File: src/sv/dhx_pkg.sv
// ----------------------------------------------------------------------------
// dhx_pkg: shared types and constants for the key exchange unit
// Word layouts, controller states and datapath command codes.
// ----------------------------------------------------------------------------
package dhx_pkg;

  localparam int unsigned KeyWidthDefault = 32;
  localparam int unsigned FieldWidth      = 32;
  localparam int unsigned MsgWidth        = 8;

  typedef struct packed {
    logic [MsgWidth-1:0]   message_byte;
    logic [FieldWidth-1:0] generator;
    logic [FieldWidth-1:0] own_private_exponent;
    logic [FieldWidth-1:0] modulus;
    logic [FieldWidth-1:0] partner_public_key;
    logic [FieldWidth-1:0] key_exponent;
  } dhx_in_t;

  typedef struct packed {
    logic [FieldWidth-1:0] own_public_key;
    logic [FieldWidth-1:0] shared_key;
    logic [FieldWidth-1:0] result_value;
    logic                  bad_modulus;
  } dhx_out_t;

  typedef enum logic [3:0] {
    StIdle,
    StLoad,
    StRedBase,
    StExpBit,
    StMulR,
    StMulB,
    StNextBit,
    StNextExp,
    StDone
  } dhx_state_e;

  // Commands from the controller to the datapath.
  typedef enum logic [3:0] {
    CmdNone,
    CmdLoad,
    CmdRedStart,
    CmdSel2,
    CmdMulRStart,
    CmdMulBStart,
    CmdStep,
    CmdFinish
  } dhx_cmd_e;

  typedef struct packed {
    logic busy;      // multiplier or reducer still iterating
    logic exp_bit;   // current exponent bit
    logic last_bit;  // current bit is the last one
    logic bad_mod;   // captured modulus is zero
    logic second;    // working on the second exponentiation
  } dhx_status_t;

endpackage

File: src/sv/dhx_datapath.sv
// ----------------------------------------------------------------------------
// dhx_datapath: operand registers and bit-serial modular multiplier
// One shift-and-add step per cycle; also reduces the base by the same unit.
// ----------------------------------------------------------------------------
module dhx_datapath #(
  parameter int unsigned KeyWidth = dhx_pkg::KeyWidthDefault
) (
  input  logic                clk_i,
  input  logic                rst_ni,
  input  dhx_pkg::dhx_cmd_e   cmd_i,
  input  dhx_pkg::dhx_in_t    in_word_i,
  output dhx_pkg::dhx_status_t status_o,
  output dhx_pkg::dhx_out_t   out_word_o
);

  localparam int unsigned CntW = $clog2(KeyWidth + 1);
  localparam int unsigned BitW = $clog2(KeyWidth);

  logic [KeyWidth-1:0] p_q, base2_q, exp2_q, exp_q, r_q, b_q, pub_q;
  logic [KeyWidth-1:0] acc_q, acc_d, ma_q, mb_q;
  logic [dhx_pkg::MsgWidth-1:0] msg_q;
  logic [BitW-1:0] bit_q;
  logic [CntW-1:0] mcnt_q;
  logic            mbusy_q, second_q, to_b_q;
  logic            red_q;  // multiplier reduces a raw base: a=1, b=base
  logic [KeyWidth-1:0] dbl, room_d, room_a, addend;

  // acc = 2*acc mod p, then + a mod p when the current bit of b is set.
  always_comb begin
    room_d = p_q - acc_q;
    dbl    = (acc_q >= room_d) ? (acc_q - room_d) : (acc_q + acc_q);
    room_a = p_q - ma_q;
    addend = (dbl >= room_a) ? (dbl - room_a) : (dbl + ma_q);
    acc_d  = mb_q[KeyWidth-1] ? addend : dbl;
  end

  // For base reduction, a=1 and b=base: the ladder computes base mod p,
  // but base bits may exceed p, so the add must still be modular with a=1<p.
  logic [KeyWidth-1:0] one_mod_p;
  assign one_mod_p = (p_q == KeyWidth'(1)) ? '0 : KeyWidth'(1);

  always_ff @(posedge clk_i or negedge rst_ni) begin
    if (!rst_ni) begin
      mbusy_q  <= 1'b0;
      second_q <= 1'b0;
      mcnt_q   <= '0;
    end else begin
      if (mbusy_q) begin
        mcnt_q <= mcnt_q - CntW'(1);
        if (mcnt_q == CntW'(1)) mbusy_q <= 1'b0;
      end
      unique case (cmd_i)
        dhx_pkg::CmdLoad:      second_q <= 1'b0;
        dhx_pkg::CmdRedStart,
        dhx_pkg::CmdMulRStart,
        dhx_pkg::CmdMulBStart: begin
          mbusy_q <= 1'b1;
          mcnt_q  <= CntW'(KeyWidth);
        end
        dhx_pkg::CmdSel2:      second_q <= 1'b1;
        default: ;
      endcase
    end
  end

  always_ff @(posedge clk_i) begin
    if (mbusy_q) begin
      acc_q <= acc_d;
      mb_q  <= {mb_q[KeyWidth-2:0], 1'b0};
      if (mcnt_q == CntW'(1)) begin
        if (red_q)       b_q <= acc_d;
        else if (to_b_q) b_q <= acc_d;
        else             r_q <= acc_d;
      end
    end
    unique case (cmd_i)
      dhx_pkg::CmdLoad: begin
        p_q     <= KeyWidth'(in_word_i.modulus);
        b_q     <= KeyWidth'(in_word_i.generator);
        exp_q   <= KeyWidth'(in_word_i.own_private_exponent);
        base2_q <= KeyWidth'(in_word_i.partner_public_key);
        exp2_q  <= KeyWidth'(in_word_i.key_exponent);
        msg_q   <= in_word_i.message_byte;
      end
      dhx_pkg::CmdSel2: begin
        pub_q <= r_q;
        b_q   <= base2_q;
        exp_q <= exp2_q;
      end
      dhx_pkg::CmdRedStart: begin
        ma_q <= one_mod_p; mb_q <= b_q; acc_q <= '0; red_q <= 1'b1;
        r_q <= one_mod_p; bit_q <= '0;
      end
      dhx_pkg::CmdMulRStart: begin
        ma_q <= r_q; mb_q <= b_q; acc_q <= '0; red_q <= 1'b0; to_b_q <= 1'b0;
      end
      dhx_pkg::CmdMulBStart: begin
        ma_q <= b_q; mb_q <= b_q; acc_q <= '0; red_q <= 1'b0; to_b_q <= 1'b1;
      end
      dhx_pkg::CmdStep: begin
        exp_q <= {1'b0, exp_q[KeyWidth-1:1]};
        bit_q <= bit_q + BitW'(1);
      end
      default: ;
    endcase
  end

  assign status_o.busy     = mbusy_q;
  assign status_o.exp_bit  = exp_q[0];
  assign status_o.last_bit = (bit_q == BitW'(KeyWidth - 1));
  assign status_o.bad_mod  = (p_q == '0);
  assign status_o.second   = second_q;

  localparam int unsigned FieldWidthL = dhx_pkg::FieldWidth;
  logic [FieldWidthL-1:0] pub_ext, sh_ext;
  if (KeyWidth >= FieldWidthL) begin : g_cut
    assign pub_ext = pub_q[FieldWidthL-1:0];
    assign sh_ext  = r_q[FieldWidthL-1:0];
  end else begin : g_ext
    assign pub_ext = {{(FieldWidthL-KeyWidth){1'b0}}, pub_q};
    assign sh_ext  = {{(FieldWidthL-KeyWidth){1'b0}}, r_q};
  end

  always_comb begin
    if (p_q == '0) begin
      out_word_o = '0;
      out_word_o.bad_modulus = 1'b1;
    end else begin
      out_word_o.own_public_key = pub_ext;
      out_word_o.shared_key     = sh_ext;
      out_word_o.result_value   = sh_ext ^ {{(FieldWidthL-dhx_pkg::MsgWidth){1'b0}}, msg_q};
      out_word_o.bad_modulus    = 1'b0;
    end
  end

endmodule

File: src/sv/dhx_ctrl.sv
// ----------------------------------------------------------------------------
// dhx_ctrl: sequencer for the two square-and-multiply exponentiations
// Walks exponent bits LSB first and issues multiply commands.
// ----------------------------------------------------------------------------
module dhx_ctrl (
  input  logic                 clk_i,
  input  logic                 rst_ni,
  input  logic                 in_valid_i,
  output logic                 in_stall_o,
  output logic                 out_valid_o,
  input  logic                 out_stall_i,
  input  dhx_pkg::dhx_status_t status_i,
  output dhx_pkg::dhx_cmd_e    cmd_o
);

  dhx_pkg::dhx_state_e state_q, state_d;

  always_ff @(posedge clk_i or negedge rst_ni) begin
    if (!rst_ni) state_q <= dhx_pkg::StIdle;
    else         state_q <= state_d;
  end

  always_comb begin
    state_d = state_q;
    unique case (state_q)
      dhx_pkg::StIdle:    if (in_valid_i) state_d = dhx_pkg::StLoad;
      dhx_pkg::StLoad:    state_d = status_i.bad_mod ? dhx_pkg::StDone
                                                     : dhx_pkg::StRedBase;
      dhx_pkg::StRedBase: state_d = dhx_pkg::StExpBit;
      dhx_pkg::StExpBit:  if (!status_i.busy)
                            state_d = status_i.exp_bit ? dhx_pkg::StMulR
                                                       : dhx_pkg::StMulB;
      dhx_pkg::StMulR:    state_d = dhx_pkg::StMulB;
      dhx_pkg::StMulB:    if (!status_i.busy) state_d = dhx_pkg::StNextBit;
      dhx_pkg::StNextBit: if (!status_i.busy)
                            state_d = status_i.last_bit ? dhx_pkg::StNextExp
                                                        : dhx_pkg::StExpBit;
      dhx_pkg::StNextExp: state_d = status_i.second ? dhx_pkg::StDone
                                                    : dhx_pkg::StRedBase;
      dhx_pkg::StDone:    if (!out_stall_i) state_d = dhx_pkg::StIdle;
      default:            state_d = dhx_pkg::StIdle;
    endcase
  end

  // Multiplies in StMulR must finish before StMulB starts; StMulB waits there.
  always_comb begin
    cmd_o = dhx_pkg::CmdNone;
    unique case (state_q)
      dhx_pkg::StIdle:    if (in_valid_i) cmd_o = dhx_pkg::CmdLoad;
      dhx_pkg::StRedBase: cmd_o = dhx_pkg::CmdRedStart;
      dhx_pkg::StMulR:    cmd_o = dhx_pkg::CmdMulRStart;
      dhx_pkg::StMulB:    if (!status_i.busy) cmd_o = dhx_pkg::CmdMulBStart;
      dhx_pkg::StNextBit: if (!status_i.busy) cmd_o = dhx_pkg::CmdStep;
      dhx_pkg::StNextExp: if (!status_i.second) cmd_o = dhx_pkg::CmdSel2;
      default: ;
    endcase
  end

  assign in_stall_o  = (state_q != dhx_pkg::StIdle);
  assign out_valid_o = (state_q == dhx_pkg::StDone);

endmodule

File: src/sv/diffie_hellman_xor_byte_unit.sv
// ----------------------------------------------------------------------------
// diffie_hellman_xor_byte_unit: modular exponentiation key exchange with XOR
// Each of the 2*KEY_WIDTH exponent bits takes a squaring, preceded by a multiply
// into the result when the bit is set, all on the one bit-serial multiplier;
// a zero modulus skips both exponentiations and goes straight to the result.
// One word in flight; the next word is accepted once the result has been taken.
// Reset returns the controller to idle; no clearing pass is needed.
// ----------------------------------------------------------------------------
module diffie_hellman_xor_byte_unit #(
  parameter int unsigned KEY_WIDTH = dhx_pkg::KeyWidthDefault
) (
  input  logic              clk_i,
  input  logic              rst_ni,
  input  logic              in_valid_i,
  output logic              in_stall_o,
  input  dhx_pkg::dhx_in_t  in_data_i,
  output logic              out_valid_o,
  input  logic              out_stall_i,
  output dhx_pkg::dhx_out_t out_data_o
);

  dhx_pkg::dhx_cmd_e    cmd;
  dhx_pkg::dhx_status_t status;

  dhx_ctrl u_ctrl (
    .clk_i, .rst_ni, .in_valid_i, .in_stall_o, .out_valid_o, .out_stall_i,
    .status_i(status), .cmd_o(cmd)
  );

  dhx_datapath #(.KeyWidth(KEY_WIDTH)) u_dp (
    .clk_i, .rst_ni, .cmd_i(cmd), .in_word_i(in_data_i),
    .status_o(status), .out_word_o(out_data_o)
  );

endmodule

File: config.mk
export PLATFORM = sky130hd
export DESIGN_NAME = diffie_hellman_xor_byte_unit
export DESIGN_NICKNAME = d
export VERILOG_FILES = /design/src/sv/dhx_pkg.sv /design/src/sv/dhx_datapath.sv /design/src/sv/dhx_ctrl.sv /design/src/sv/diffie_hellman_xor_byte_unit.sv
export SDC_FILE = /design/constraint.sdc
export NUM_CORES = 1
export LEC_CHECK = 0
export BUFFER_PORTS_ARGS = -buffer_cell sky130_fd_sc_hd__buf_2
export CAP_MARGIN = 20
export CORE_ASPECT_RATIO = 1.25
export CORE_MARGIN = 3
export CORE_UTILIZATION = 35
export DETAILED_ROUTE_END_ITERATION = 16
export RECOVER_POWER = 25
export SLEW_MARGIN = 10
export SYNTH_ARGS = -nofsm -noshare
export SYNTH_HDL_FRONTEND = slang
export SYNTH_SLANG_ARGS = --single-unit
File: constraint.sdc
create_clock -name clk_i -period 9.8 [get_ports clk_i]
set_clock_uncertainty 0.05 [all_clocks]
set_input_delay 2.94 -clock clk_i [delete_from_list [all_inputs] [get_ports clk_i]]
set_output_delay 2.94 -clock clk_i [all_outputs]
set_load 0.005 [all_outputs]
==> impl_results.md, run 1 <==
* Dominant synthesized flop cell: edfxtp_1
* DRT antenna net count at 0
* Filler cells at around 6.4k
* DRC Markers at 0
* Reg2reg path depth at 42
* Crit path kind: reg -> reg
* Ranking of synthesized cells by area: edfxtp_1, ha_1, nand2_1, a21oi_1, xnor2_1
* Area leader, netlist: edfxtp_1
* Root Driver: clkbuf_16
* RSZ-0062 raised after global routing: false
* Fmax at about 0.11 GHz
* DP Worst Slack at -0.006727 ns
* I/O Buffers at 270
* Syn_area_per_cell at roughly 9.5 sq um
* Via count at 20.01k
* Most used cell, CP: a21oi_1
* Total Routed Length at ~79 mm
* Area share of the largest cell type after synthesis at around two fifths
* Post-layout util at a little over two fifths
* Library cells used by synthesis at 95
* Cell area after placement at 26270 sq um
* Syn nets at 2763
* Worst Tran Pin Value at approximately 2.2 ns
* Synth warnings at 0
* Core Region at roughly 65000 sq um
* Vias in the first global route at about 20k
* Initial core utilization at between 30% and 40%
* Via/cell ratio at 5.477
* Die span in y at between 200 and 300 um
* First-pass GRT wire length at around 120 mm
* CP Capture Point: u_dp.b_q[25]
* Ys async rst share at 3.458%
* Reg-to-reg endpoint: u_dp.b_q[25]
* Status: finished, violations left
* Hold_buf cts at 0
* Clock buffer depth at 3
* CTS buffer count at 38
* R2R Path Start: u_dp.p_q[0]
* Failing checks: capacitance limit, slew limit
* Register area at between 10000 and 15000 sq um
* Clk Latency, worst-skew pair at ~0.56 ns
* Critical Path Start Type: flip-flop
* Clock transition at path regs at around 0.06 ns
* Layout cells sized above 1 at about 20%
* # rows at about 100
* Worst EP arrival at approximately 9.6 ns
* Post-synthesis sequential element count at between 300 and 400
* Final Slew Violations at 103
* GPL Wtd Cong at 0.9348
* Total gr overflow at 0
* Die Area at just under 70000 sq um
* Largest net degree at the start of global routing at 101
* PnR worst setup slack at 0.5002 ns
* Max Cap Viol at 3
* Final setup violation count at 0
* CTS Sinks at approximately 350
* Synth Cell Area at approximately 23000 sq um
* Initial antenna violation count at 2
* Post-synthesis sequential area ratio at about 43%
* Area occupied by multi-input gates at roughly 12000 sq um
* Tcrit/Tclk final at a little over nine tenths
* CP max stage delay at between 0.5 and 0.6 ns
* Number of synthesized flops with an enable pin at between 300 and 400
* Hold Crit Class: reg -> reg
* Critical path capture point type: flip-flop
* Worst-path fanout max at 4
* Total global-route track usage at 21.81%
* WL/cell at roughly 22 um
* Layout Cell Area excl Fill at between 20000 and 30000 sq um
* Post-layout net count at 3105
* Drt pass-1 iters at 5
* Crit path max-delay cell type: or4_1
* CTS H-Tree Depth at 2
* IO Count at approximately 270
* Max_slew headroom at -49.59%
* Post-DP HPWL at 60.52 mm
* Final hold viol count at 0
* Mapped Cells at ~2.4k
* CP required at 10.05 ns
* CP startpoint: u_dp.p_q[0]
* Area growth syn-to-layout at 19.23%
* CTS tree: done
* Final min period at just over 9 ns
* Flop2flop setup slack at around 0.5 ns
* Iter 0 DRT Violations at 1391
* Die Wd at approximately 240 um
* Hold_ws at between 0.4 and 0.5 ns
-- cell type report --
cell class / instances / area share, %
multi-input combinational: 1843 / 44.26
sequential: 347 / 36.30
timing repair buffer: 423 / 9.263
clock buffer: 47 / 3.740
clock inverter: 22 / 0.9136
antenna: 1 / 0.009046
inverter: 123 / 1.687
tap: 848 / 3.835
-- Yosys cell counts, types with 6 or more instances --
master      n
a211o_1     8
a211oi_1   23
a21boi_0    6
a21o_1     72
a21oi_1   173
a21oi_2     6
a22o_1     36
a22oi_1    60
a31oi_1    17
and2_1     16
and3_1     20
and4_1      6
buf_2       7
buf_4      27
clkbuf_1   82
dfrtp_1    12
dfxtp_1    32
edfxtp_1  303
ha_1      154
inv_1     121
maj3_1      8
mux2i_1     9
nand2_1   292
nand2b_1   32
nand3_1    51
nand4_1    15
nor2_1    151
nor2b_1    78
nor3_1     45
nor4_1     16
o211ai_1   18
o21a_1     21
o21ai_0   148
o21ai_1    13
o21bai_1   17
o22ai_1    10
o31ai_1    12
or2_2      14
or3_1      36
xnor2_1    98
xor2_1     56
-- critical path: cells and delay by family (launching register included) --
| kind | cells | cell delay [ns] |
|---|---|---|
| buffers and inverters | 5 | 0.60 |
| AO/OA/AOI/OAI | 24 | 5.15 |
| AND/OR/NAND/NOR | 7 | 1.46 |
| adder cells (fa/ha/maj) | 4 | 1.01 |
| flip-flops | 1 | 0.42 |
| XOR/XNOR | 2 | 0.32 |
-- stage by stage --
stage / cells / TNS (ns)
finish: 3654 / 0
global route: 3653 / 0
CTS: 3646 / 0
detailed placement: 3577 / -0.008000
global placement: 3577 / 0
floorplan: 2434 / 0
-- how the worst min path moves through the flow --
stage	endpoint	cells after the start	start
finish	u_dp.pub_ext[25]	0	u_dp.r_q[25]
global route	u_dp.pub_ext[27]	0	u_dp.r_q[27]
CTS	u_dp.pub_ext[25]	0	u_dp.r_q[25]
detailed placement	u_dp.pub_ext[25]	0	u_dp.r_q[25]
global placement	u_dp.pub_ext[19]	0	u_dp.r_q[19]
floorplan	u_dp.pub_ext[10]	0	u_dp.r_q[10]
-- sequential cells by signal (all words and copies together) (netlist names), 4 cells and up --
register and flops:
u_dp.p_q 32, u_dp.exp2_q 32, u_dp.bit_q 5, u_dp.r_q 32, u_dp.base2_q 32, u_dp.msg_q 8, u_dp.pub_ext 32, u_dp.acc_q 32
u_dp.b_q 32, u_dp.mb_q 32, u_dp.exp_q 32, u_dp.mcnt_q 6, u_dp.ma_q 32, u_ctrl.state_q 4
-- logic make-up after synthesis --
family                     share of synthesized area, %
AOI/OAI and AO/OA                                 20.43
xor gates and xnor gates                          5.813
adders and majority gates                         8.909
buffers and inverters                             4.454
DFF                                               43.27
muxes                                            0.6309
and+or+nand+nor                                   16.49
-- per-layer routing --
layer / GRT usage (%) / vias up / wire length (um) / part of all wire [%]
met1: 29.05 / 9630 / 34400 / 44
met4: 6.906 / 0 / 2465 / 3.1
li1: - / 9617 / - / -
met2: 37.09 / 660 / 37600 / 48
met5: 0 / - / 0 / 0
met3: 2.587 / 105 / 4201 / 5.3
-- timing repair --
item / CTS / global route
pin swaps: 0 / 4
endpoints found under the hold margin: 0 / 0
endpoints found under the setup margin: 6 / 96
gates resized for setup: 1 / 19
buffers inserted: 0 / 7
-- layout by cell type, fill, tap and decap left out, types with 18 or more instances in the layout --
cell type	synthesis	routed
o21a_1	21	21
dfxtp_1	32	32
o21ai_0	148	140
inv_1	121	120
nand2_1	292	291
a22o_1	36	36
a211oi_1	23	22
nor3_1	45	40
clkbuf_16	0	38
a22oi_1	60	60
o211ai_1	18	18
nand3_1	51	51
ha_1	154	154
or3_1	36	35
nor2_1	151	150
a21oi_1	173	170
buf_4	27	144
o21ai_1	13	18
xnor2_1	98	98
nand2b_1	32	32
nor2b_1	78	78
buf_2	7	269
and3_1	20	20
xor2_1	56	56
a21o_1	72	72
edfxtp_1	303	303
Power of run 1 is left out: the tool's default activity adds up to more than one toggle a clock period on the data nets, which glitch-free logic cannot reach.
==> inputs of run 2 (changes only) <==
CORE_UTILIZATION = 60   (was 35)
PLACE_DENSITY = 0.82   (was unset)
==> run 2 against run 1 <==
The run still ends with capacitance limit, slew limit left. Worst setup slack improved by 0.010 ns. Sequential share of layout area grew 0.47 points. Fmax grew 0.11%. Non-clock buffer count up 26. Final cell count shrank 9.2%.
==> impl_results.md, run 2 (same netlist as run 1, synthesis figures left out) <==
* Worst-path fanout max at 11 (+7)
* Placed Instances at 3244 (-9.3%)
* Area growth syn-to-layout at 17.68%
* Max Cap Viol at 7 (+4)
* CTS Sinks at 347 (unchanged)
* DRT antenna net count at 0 (unchanged)
* Final std cells w/o fill at 3317 (-9.2%)
* Reg2reg path depth at 40 (-4.8%)
* Initial core utilization at 61.61% (+26 points)
* CTS tree: done
* Initial antenna violation count at 0 (-2)
* Most frequent cells in the layout: edfxtp_1, nand2_1, buf_2, a21oi_1, buf_4
* Crit path max-delay cell type: edfxtp_1
* Post-DP HPWL at 55.59 mm (-8.1%)
* Crit path kind: reg -> reg
* GPL Wtd Cong at 1.004 (+7.4%)
* Max_slew headroom at -112.1% (-63 points)
* Critical path capture point type: flip-flop
* Setup TNS at 0 ns (unchanged)
* I/O Buffers at 270 (unchanged)
* Most common cell after layout, fill and taps aside: edfxtp_1
* RSZ-0062 raised after global routing: true
* First-pass GRT wire length at 112.1 mm (-4.8%)
* WL/cell at 22.22 um (+3.2%)
* N_diodes at 0 (-1)
* CP max stage delay at 0.43 ns (-0.15 ns)
* Via count at 20.83k (+4.1%)
* Via/cell ratio at 6.279 (+15%)
* Root Driver: clkbuf_16
* Die span in y at 225.9 um (-23%)
* Clock buffer depth at 3 (unchanged)
* CTS H-Tree Depth at 2 (unchanged)
* # rows at 79 (-24%)
* Fmax at 0.1076 GHz (+0.11%)
* Critical Path Start Type: flip-flop
* Vias in the first global route at 20.47k (+3.2%)
* Hold_buf cts at 0 (unchanged)
* Total global-route track usage at 34.66% (+13 points)
* Total Routed Length at 73.71 mm (-6.3%)
* CTS buffer count at 37 (-2.6%)
* Total gr overflow at 0 (unchanged)
* Worst EP arrival at 9.52 ns (-0.03 ns)
* Die Wd at 181.9 um (-23%)
* Flop2flop setup slack at 0.51 ns (about the same)
* Final Slew Violations at 296 (+190%)
* Iter 0 DRT Violations at 2097 (+51%)
* Tcrit/Tclk final at 94.79% (-0.10 points)
* Largest net degree at the start of global routing at 76 (-25%)
* Final setup violation count at 0 (unchanged)
* CP startpoint: u_dp.p_q[0]
* Final min period at 9.290 ns (-0.01019 ns)
* Reg-to-reg endpoint: u_dp.b_q[28]
* Hold Crit Class: reg -> reg
* CP Capture Point: u_dp.b_q[28]
* Status: finished, violations left
* R2R Path Start: u_dp.p_q[0]
* DRC Markers at 0 (unchanged)
* CP required at 10.03 ns (-0.02 ns)
* Worst Tran Pin Value at 3.182 ns (+0.9383 ns)
* Layout cells sized above 1 at 19.99% (+0.35 points)
* Clk Latency, worst-skew pair at 0.55 ns (about the same)
* Failing checks: capacitance limit, slew limit
* Die Area at 41080 sq um (-41%)
* Final hold viol count at 0 (unchanged)
* IO Count at 271 (unchanged)
* Post-layout net count at 3131 (+0.84%)
* Clock transition at path regs at 0.07 ns (about the same)
* Drt pass-1 iters at 6 (+1)
* Core Region at 37660 sq um (-42%)
==> run 2: changes by cell type in the layout (fill, tap and decap cells not counted), sizes merged, moves of 2 or more <==
cell,change
buf,+21
clkbuf,+10
inv,-3
bufinv,-2
==> run 2: worst min-delay path by stage <==
stage                       startpoint                to  cells after the start
after global routing      u_dp.r_q[30]  u_dp.pub_ext[30]                      0
after floorplan           u_dp.r_q[10]  u_dp.pub_ext[10]                      0
after detailed placement  u_dp.r_q[26]  u_dp.pub_ext[26]                      0
after global placement    u_dp.r_q[28]  u_dp.pub_ext[28]                      0
final                     u_dp.r_q[26]  u_dp.pub_ext[26]                      0
after CTS                 u_dp.r_q[26]  u_dp.pub_ext[26]                      0
==> run 2: what timing repair did <==
| action | in CTS | in global routing |
|---|---|---|
| resized for setup | 2 | 18 |
| gates cloned | 0 | 1 |
| endpoints found under the setup margin | 5 | 96 |
| buffers inserted | 0 | 4 |
| pin swaps | 0 | 4 |
==> run 2: worst max-delay path, delay by kind of cell (launching register included) <==
| family | cells | cell delay, ns |
|---|---|---|
| flops | 1 | 0.43 |
| fa+ha+maj | 4 | 1.19 |
| xor+xnor | 2 | 0.38 |
| buf+inv | 5 | 0.76 |
| compound gates | 26 | 5.51 |
| simple gates | 3 | 0.70 |
==> run 2: per-layer routing <==
layer  vias up  part of all wire [%]  track usage, %
met5         -                     0               0
met4         0                   4.3           13.79
met3       186                   8.9           4.930
met2      1118                    47           56.79
met1      9863                    40           46.86
li1       9659                     -               -
==> run 2: cell type report <==
type                       instances  area [sq um]
multi-input combinational       1844         12270
fill                            2744         10350
sequential                       347         10040
timing repair buffer             449          2714
clock buffer                      52          1023
tap                              486         608.1
inverter                         123         466.7
clock inverter                    16         182.7
==> run 2: stage by stage <==
step                util, %  hold slack [ns]  cell area [sq um]  worst slack (ns)
finish                72.50           0.4465              27300            0.5104
global route          72.50           0.4501              27300          -0.03542
CTS                   72.26           0.4429              27210           0.08378
detailed placement    69.04           0.4238              26000           0.01552
global placement      69.04           0.4160              26000            0.2581
floorplan                 -           0.3926              23200            0.8240
Power of run 2 is left out for the same reason.
==> inputs of run 3 (changes only) <==
==> constraint.sdc (replaced) <==
create_clock -name clk_i -period 9.8 [get_ports clk_i]
set_clock_uncertainty 0.05 [all_clocks]
set_input_delay 1.96 -clock clk_i [delete_from_list [all_inputs] [get_ports clk_i]]
set_output_delay 1.96 -clock clk_i [all_outputs]
set_load 0.005 [all_outputs]
==> run 3 against run 2 <==
The run still ends with capacitance limit, slew limit left. Critical path depth fell by 2. Highest routed layer unchanged. Design area is essentially flat. Non-clock buffer count unchanged. Fmax up 0.14%. Final cell count did not move. Die area stayed put. Clock-buffer cell count stayed put. Global-route usage unchanged. Register-to-register slack hardly changed.
==> impl_results.md, run 3 (same netlist as run 1, synthesis figures left out) <==
* Layout cells sized above 1 at 20.03% (+0.035 points)
* Total gr overflow at 0 (unchanged)
* Hold Crit Class: reg -> reg
* IO Count at 271 (unchanged)
* Clock buffer depth at 3 (unchanged)
* Hold endpoint: u_dp.pub_ext[30]
* Crit path kind: reg -> reg
* Largest net degree at the start of global routing at 76 (unchanged)
* Clock transition at path regs at 0.07 ns (about the same)
* Most frequent cells in the layout: edfxtp_1, nand2_1, buf_2, buf_4, a21oi_1
* Worst EP arrival at 9.62 ns (+0.10 ns)
* # rows at 79 (unchanged)
* GPL Wtd Cong at 1.004 (unchanged)
* Vias in the first global route at 20.47k (unchanged)
* Core Region at 37660 sq um (unchanged)
* Die span in y at 225.9 um (unchanged)
* Most common cell after layout, fill and taps aside: edfxtp_1
* DRC Markers at 0 (unchanged)
* CTS buffer count at 37 (unchanged)
* Failing checks: capacitance limit, slew limit
* Via count at 21.00k (+0.83%)
* Initial core utilization at 61.61% (unchanged)
* Initial antenna violation count at 0 (unchanged)
* Reg2reg path depth at 38 (-5.0%)
* Iter 0 DRT Violations at 2066 (-1.5%)
* Root Driver: clkbuf_16
* Post-layout util at 72.54% (about the same)
* Hold_buf cts at 0 (unchanged)
* Final Slew Violations at 95 (-68%)
* CP max stage delay at 0.50 ns (+0.07 ns)
* Drt pass-1 iters at 6 (unchanged)
* Gr busiest metal: met2
* Hold_ws at 0.4413 ns (-0.005141 ns)
* Area growth syn-to-layout at 17.74% (about the same)
* Worst path depth at 38 (-5.0%)
* WL/cell at 22.33 um (+0.47%)
* N_diodes at 0 (unchanged)
* RSZ-0062 raised after global routing: true
* CP startpoint: u_dp.p_q[1]
* Post-layout net count at 3131 (unchanged)
* Reg-to-reg endpoint: u_dp.r_q[31]
* Total global-route track usage at 34.66% (unchanged)
* Routing usage on met3 at 4.930% (unchanged)
* Fmax at 0.1078 GHz (+0.14%)
* Status: finished, violations left
* Final min period at 9.276 ns (-0.01332 ns)
* Max_slew headroom at -113.8% (-1.6 points)
* Met2 Use GR at 56.79% (unchanged)
* Via/cell ratio at 6.330 (+0.83%)
* DRT antenna net count at 0 (unchanged)
* Setup TNS at 0 ns (unchanged)
* First-pass GRT wire length at 112.1 mm (unchanged)
* Die Wd at 181.9 um (unchanged)
* Clk Latency, worst-skew pair at 0.55 ns (about the same)
* CTS tree: done
* Post-DP HPWL at 55.59 mm (unchanged)
* Most used cell, CP: a21oi_1
* Die Area at 41080 sq um (unchanged)
* HP Start: u_dp.r_q[30]
* CP Buf/Inv Count at 3 (-2)
* Worst-path fanout max at 12 (+1)
* Total Routed Length at 74.05 mm (+0.47%)
* R2R Path Start: u_dp.p_q[1]
* GR met1 Demand/Resource at 46.86% (unchanged)
* CTS H-Tree Depth at 2 (unchanged)
* Critical Path Start Type: flip-flop
* I/O Buffers at 270 (unchanged)
* Largest delay share family, worst path: compound AO/OA/AOI/OAI gates
* Final setup violation count at 0 (unchanged)
* Tcrit/Tclk final at 94.66% (-0.14 points)
* Max Cap Viol at 2 (-5)
* Final hold viol count at 0 (unchanged)
* Flop2flop setup slack at 0.52 ns (about the same)
* Hold path depth at 0 (unchanged)
* CTS Sinks at 347 (unchanged)
* Crit path max-delay cell type: edfxtp_1
* Worst Tran Pin Value at 3.206 ns (+0.02414 ns)
* CP required at 10.15 ns (+0.12 ns)
* Critical path capture point type: flip-flop
-- run 3: cell type report --
type	instances	area, sq um
clock buffer	52	1023
fill	2740	10340
inverter	123	466.7
tap	486	608.1
timing repair buffer	449	2728
multi-input combinational	1844	12270
sequential	347	10040
clock inverter	16	182.7
-- run 3: how the worst max path moves through the flow --
stage	to	slack, ns
after global placement	u_dp.b_q[25]	0.26
after global routing	u_dp.b_q[4]	-0.04
after CTS	u_dp.b_q[14]	0.08
after floorplan	u_dp.b_q[27]	0.82
final	u_dp.r_q[31]	0.52
after detailed placement	u_dp.b_q[14]	0.02
-- run 3: through the flow --
step | instances | area (sq um) | worst slack (ns)
6_report | 3317 | 27320 | 0.5238
5_1_grt | 3317 | 27320 | -0.03542
4_1_cts | 3312 | 27210 | 0.08378
3_5_place_dp | 3244 | 26000 | 0.01552
3_3_place_gp | 3244 | 26000 | 0.2581
2_1_floorplan | 2434 | 23200 | 0.8240
-- run 3: worst reg2reg max path, delay by kind of cell, from the launching register on --
kind                     cells  cell delay, ns
adder cells (fa/ha/maj)      3            0.90
buffers and inverters        3            0.65
flip-flops                   1            0.50
AND/OR/NAND/NOR             10            2.37
AO/OA/AOI/OAI               22            4.66
-- run 3: metal layers --
layer  vias to the layer above  share of wire [%]
met5                         -                  0
met4                         0                4.4
met3                       200                8.9
met2                      1189                 47
met1                      9939                 40
li1                       9670                  -
-- run 3: what timing repair did --
action	CTS	global route
endpoints found under the setup margin	5	96
resized for setup	2	18
pin swaps	0	4
cloned	0	1
setup buffers	0	4
Power of run 3 is left out for the same reason.
